## src/hdl/wsrd_pkg.sv

```systemverilog
// wsrd_pkg: shared widths, request and register codes, and the
// controller/datapath command and status structs of the ring deque.
// No dependencies.
package wsrd_pkg;

   localparam int DEPTH_DEFAULT = 64;

   localparam int REQ_TYPE_W = 3;
   localparam int ID_W       = 64;
   localparam int DATA_W     = 64;
   localparam int FILL_W     = 7;
   localparam int COUNT_W    = 32;
   localparam int CAP_W      = 7;
   localparam int CSR_IDX_W  = 1;
   localparam int CSR_DATA_W = 7;

   // request codes
   localparam logic [REQ_TYPE_W-1:0] OP_ENQUEUE = 3'd0;
   localparam logic [REQ_TYPE_W-1:0] OP_DEQUEUE = 3'd1;
   localparam logic [REQ_TYPE_W-1:0] OP_PEEK    = 3'd2;
   localparam logic [REQ_TYPE_W-1:0] OP_STEAL   = 3'd3;
   localparam logic [REQ_TYPE_W-1:0] OP_CREDIT  = 3'd4;
   localparam logic [REQ_TYPE_W-1:0] OP_STATUS  = 3'd5;

   // register indexes
   localparam logic [CSR_IDX_W-1:0] CSR_QUEUE_CAPACITY = 1'd0;
   localparam logic [CSR_IDX_W-1:0] CSR_STEAL_ENABLE   = 1'd1;

   typedef struct packed {
      logic accept;
      logic load_rdata;
   } wsrd_cmd_type;

   typedef struct packed {
      logic needs_read;
   } wsrd_stat_type;

endpackage

```

## src/hdl/wsrd_ctrl.sv

```systemverilog
// wsrd_ctrl: handshake controller of the ring deque; owns the result valid
// and waits in a read state for slot reads. Depends on wsrd_pkg.
module wsrd_ctrl (
   input  logic                    clock,
   input  logic                    reset,
   input  logic                    req_valid,
   output logic                    req_ready,
   output logic                    rsp_valid,
   input  logic                    rsp_ready,
   input  wsrd_pkg::wsrd_stat_type stat,
   output wsrd_pkg::wsrd_cmd_type  cmd
);

   localparam logic ST_IDLE = 1'b0;
   localparam logic ST_READ = 1'b1;

   logic state_ff, state_in;
   logic rsp_valid_ff, rsp_valid_in;
   logic accept;

   assign req_ready = (state_ff == ST_IDLE) && (!rsp_valid_ff || rsp_ready);
   assign accept    = req_valid && req_ready;

   assign cmd.accept     = accept;
   assign cmd.load_rdata = (state_ff == ST_READ);

   always_comb begin
      state_in     = state_ff;
      rsp_valid_in = rsp_valid_ff;
      unique case (state_ff)
         ST_IDLE: begin
            if (accept) begin
               // slot reads land in the following cycle, so wait in ST_READ
               rsp_valid_in = !stat.needs_read;
               state_in     = stat.needs_read ? ST_READ : ST_IDLE;
            end else if (rsp_ready) begin
               rsp_valid_in = 1'b0;
            end
         end
         ST_READ: begin
            rsp_valid_in = 1'b1;
            state_in     = ST_IDLE;
         end
         default: begin
            state_in = ST_IDLE;
         end
      endcase
   end

   always_ff @(posedge clock) begin
      if (reset) begin
         state_ff     <= ST_IDLE;
         rsp_valid_ff <= 1'b0;
      end else begin
         state_ff     <= state_in;
         rsp_valid_ff <= rsp_valid_in;
      end
   end

   assign rsp_valid = rsp_valid_ff;

   a_read_no_result: assert property (@(posedge clock) disable iff (reset)
      (state_ff == ST_READ) |-> !rsp_valid_ff)
      else $error("result valid while slot read pending");

   a_read_follows: assert property (@(posedge clock) disable iff (reset)
      (accept && stat.needs_read) |=> (state_ff == ST_READ) && !rsp_valid_ff)
      else $error("slot read not followed by read state");

endmodule

```

## config.mk

```make
export PLATFORM = sky130hd
export DESIGN_NAME = wsrd_ctrl
export DESIGN_NICKNAME = d
export VERILOG_FILES = /design/src/hdl/wsrd_pkg.sv /design/src/hdl/wsrd_ctrl.sv
export SDC_FILE = /design/constraint.sdc
export NUM_CORES = 1
export LEC_CHECK = 0
export BUFFER_PORTS_ARGS = -buffer_cell sky130_fd_sc_hd__buf_4
export CAP_MARGIN = 40
export CORE_AREA = 2 2 39 41
export DETAILED_ROUTE_END_ITERATION = 16
export DIE_AREA = 0 0 41 43
export GPL_TIMING_DRIVEN = 0
export HOLD_SLACK_MARGIN = 0.15
export SLEW_MARGIN = 15
export SYNTH_ARGS = -nofsm -noshare
export SYNTH_HDL_FRONTEND = slang
export SYNTH_SLANG_ARGS = --single-unit
```

## constraint.sdc

```tcl
create_clock -name clock -period 1.07 [get_ports clock]
set_input_delay 0.321 -clock clock [delete_from_list [all_inputs] [get_ports clock]]
set_output_delay 0.321 -clock clock [all_outputs]
set_load 0.05 [all_outputs]
```

# Yosys cells after proc, flatten, opt, wreduce, memory -nomap -nowiden
# Cells that the tools add are included.
# totals
regBits	2
output_inout_bits	4
# classes
eq_ne	1
muxes	6
bitwise	1
n_reduce_logical	5
# ops
op	n
$mux 1	4
$pmux 1 s2	2
$ne 3x3->1 const B	1
$logic_and 1x1->1	2
$logic_not 1->1	2
$logic_or 1x1->1	1
$not 1->1	1

# Depth between registers and ports, before layout
# depth
ltp_word	6
ltp_mapped	3
depth_no_buf	2

# Worst setup path after synthesis
# No wires, ideal clock.
# synth_timing
path_kind	register to output
start	register rsp_valid_ff (netlist: rsp_valid)
end	output port cmd[1] in the netlist's numbering
t_arrival_ns	1.098
t_required_ns	0.749
path_slack_ns	-0.349
path_stages_with_launch	4
path_cell_list	dfxtp_1 -> nand2b_4 -> and3_1 -> buf_4
# synth_via
elab_chain_cells	4
# synth_lines
element	line_no	source
start, declared	wsrd_ctrl.sv:18	logic rsp_valid_ff, rsp_valid_in;
start signal, assigned	wsrd_ctrl.sv:56	rsp_valid_ff <= rsp_valid_in;
$logic_not 1->1	wsrd_ctrl.sv:21	assign req_ready = (state_ff == ST_IDLE) && (!rsp_valid_ff || rsp_ready);
$logic_or 1x1->1	wsrd_ctrl.sv:21	
$logic_and 1x1->1	wsrd_ctrl.sv:21	
$logic_and 1x1->1	wsrd_ctrl.sv:22	assign accept = req_valid && req_ready;
end, declared	wsrd_ctrl.sv:11	output wsrd_pkg::wsrd_cmd_type cmd
# Every way passes these cells.

# Worst setup path in the final report
# Ends and elaborated chain as after synthesis.

==> results_dict.tcl <==
set metrics [dict create \
    rsz0062_at_grt "true" \
    placed_area_sq_um 210.2 \
    maxCapViolCount 0 \
    ant_nets 0 \
    clock_latency_ns 0.23 \
    ir_worst_vdd_mv 0.2172 \
    finalMaxSlewViolations 0 \
    seq_area_frac_synth_pct 35.56 \
    hold_violations 0 \
    fp.dieW_um 41 \
    die_h_um 43 \
    syn_inst 12 \
    synth.distinct_cells 10 \
    tightest_slew_ns 0.1458 \
    viasPerCell 3.150 \
    sequentialPowerShare_pct 22.1 \
    vias 126 \
    powerDensity_mw_per_mm2 1466 \
    die-area_sq_mm 0.001763 \
    r2r_setup_slack_ns 0.25 \
    max_slew_margin_pct 90.36 \
    cts.sinks 2 \
    h-tree-depth 1 \
    status "finished with violations" \
    hpwl_um 205.1 \
    place_congestion 0.4790 \
    crit_fanout 3 \
    p_switching_mw 0.1074 \
    clockBufferDepth 2 \
    final_cells 40 \
    drt-total-wl_um 282 \
    clkTransAtPathRegs_ns 0.03 \
    cts_tree "built" \
    dr.pass1.iters 1 \
    violations "setup timing" \
    leakage_nw 0.1165 \
    cts_buffers 3 \
    final_cell_mix "6 x buf_4, 3 x clkbuf_4, 3 x buf_8" \
    antenna_found_initial 0 \
    yosys_warnings 0 \
    gr-total-overflow 0 \
    end_kind "primary output" \
    synthesis.area_sq_um 112.6 \
    diodes 0 \
    post-route-period-util_pct 119.0 \
    ff2ff_path_depth 3 \
    r2r_end "state_ff$_SDFF_PP0_" \
    ctsHoldBuffers 0 \
    clockPowerShare_pct 50.0 \
    wl_per_cell_um 7.050 \
    p_sw_share_pct 28.42 \
    rows 14 \
    root_buffer "clkbuf_4" \
    drive_above_1_share_pct 79.17 \
    ys_ff_latch 2 \
    nNetsFinal 30 \
    syn-num-nets 17 \
    grt_max_degree 5 \
    syn_to_final_growth_pct 128.9 \
    r2r_start "rsp_valid$_SDFFE_PP0P_" \
    timing.fmax_mhz 785.1 \
    drtIter0Drc 0 \
    skew_ns 0.006629 \
    critPathRequiredTime_ns 0.75 \
    core_area_sq_mm 0.001384 \
    hp-class "in -> reg" \
    post-route-min-period_ns 1.274 \
    p_int_mw 0.2704 \
    grt_pass1_wl_um 407 \
    ios 9 \
    setup_ws_ns -0.2037 \
    final_common_cell "buf_4" \
    placed_cells_incl_taps 36 \
    arrival_ns 0.95 \
    setup_violations 4 \
    fin_area_sq_um 257.7 \
    start_kind "flop" \
    drcViolationCount 0 \
    p_comb_share_pct 27.9 \
    portBuffers 8 \
    grtUsageTotal_pct 4.104 \
    crit_type "reg -> out" \
    cp-endpoint "cmd[1]" \
    avgSynthCellArea_sq_um 9.384 \
    hold_ws_ns 0.2488 \
    first_global_vias 121 \
    start_util_pct 8.137 \
    cp-startpoint "rsp_valid$_SDFFE_PP0P_" \
]
## kinds of logic (layout without fill, tap and decap cells)
group                  after synthesis  count (layout)  share of synthesized area [%]
DFF                                  2               2                          35.56
AOI/OAI and AO/OA                    1               1                          5.559
buffers and inverters                3              15                          16.66
and+or+nand+nor                      6               6                          42.24
## area by class of cell
| cell class | count | area, sq um |
|---|---|---|
| Fill cell | 162 | 1126 |
| Timing Repair Buffer | 9 | 90.09 |
| Multi-Input combinational cell | 7 | 61.31 |
| Sequential cell | 2 | 45.04 |
| Clock buffer | 4 | 26.28 |
| Tap cell | 16 | 20.02 |
| Buffer | 1 | 11.26 |
| Inverter | 1 | 3.754 |
## worst max-delay path: stages (launching register included)
cell and delay (ns):
dfxtp_4 0.34, nand2b_4 0.07, and3_4 0.18, buf_8 0.14
## cells in the mapped netlist, drive strengths merged
cell	n	area, sq um
buf	2	15.01
inv	1	3.750
and2	1	6.260
nor2b	1	6.260
a31oi	1	6.260
and4	1	8.760
and3	1	6.260
dfxtp	2	40.04
nand2b	2	20.02
## layer usage
layer	global-route usage, %	vias to the layer above	routed length (um)
met1	3.503	54	97
met3	0	2	35
met5	0	-	0
met4	8.000	0	17
li1	-	61	-
met2	5.625	9	132
## power by group through the flow
stage                     logic [mW]  clock network (mW)  registers, mW
after detailed placement      0.0964                   0         0.0835
after CTS                      0.106               0.200         0.0833
after floorplan               0.0574                   0         0.0929
after global routing           0.112               0.209         0.0838
after global placement        0.0956                   0         0.0833
final                          0.105               0.189         0.0834
## per-stage QoR
stage / utilization, % / total power, mW / TNS (ns) / setup WS (ns)
floorplan: - / 0.1503 / -0.07343 / -0.03714
global placement: 15.19 / 0.1788 / -0.4299 / -0.2473
detailed placement: 15.19 / 0.1799 / -0.4247 / -0.2447
CTS: 18.63 / 0.3891 / -0.4616 / -0.2148
global route: 18.63 / 0.4043 / -0.5406 / -0.2428
finish: 18.63 / 0.3778 / -0.4234 / -0.2037
## registers in the layout, indices dropped and copies added, names as in the netlist
register   cells
state_ff       1
rsp_valid      1
## how the worst min path moves through the flow
stage | start | endpoint | slack, ns | depth (start not counted)
floorplan | reset | rsp_valid$_SDFFE_PP0P_ | 0.38 | 1
global placement | reset | rsp_valid$_SDFFE_PP0P_ | 0.48 | 2
detailed placement | reset | rsp_valid$_SDFFE_PP0P_ | 0.49 | 2
CTS | reset | rsp_valid$_SDFFE_PP0P_ | 0.25 | 2
global route | reset | rsp_valid$_SDFFE_PP0P_ | 0.25 | 2
finish | reset | rsp_valid$_SDFFE_PP0P_ | 0.25 | 2
## what timing repair did
item	4_1_cts	5_1_grt
endpoints found under the setup margin	4	4
gates resized for setup	10	0
cloned	0	0
setup buffers	1	0
pin swaps	1	0
Note: power is estimated with default switching activity, not from simulation.
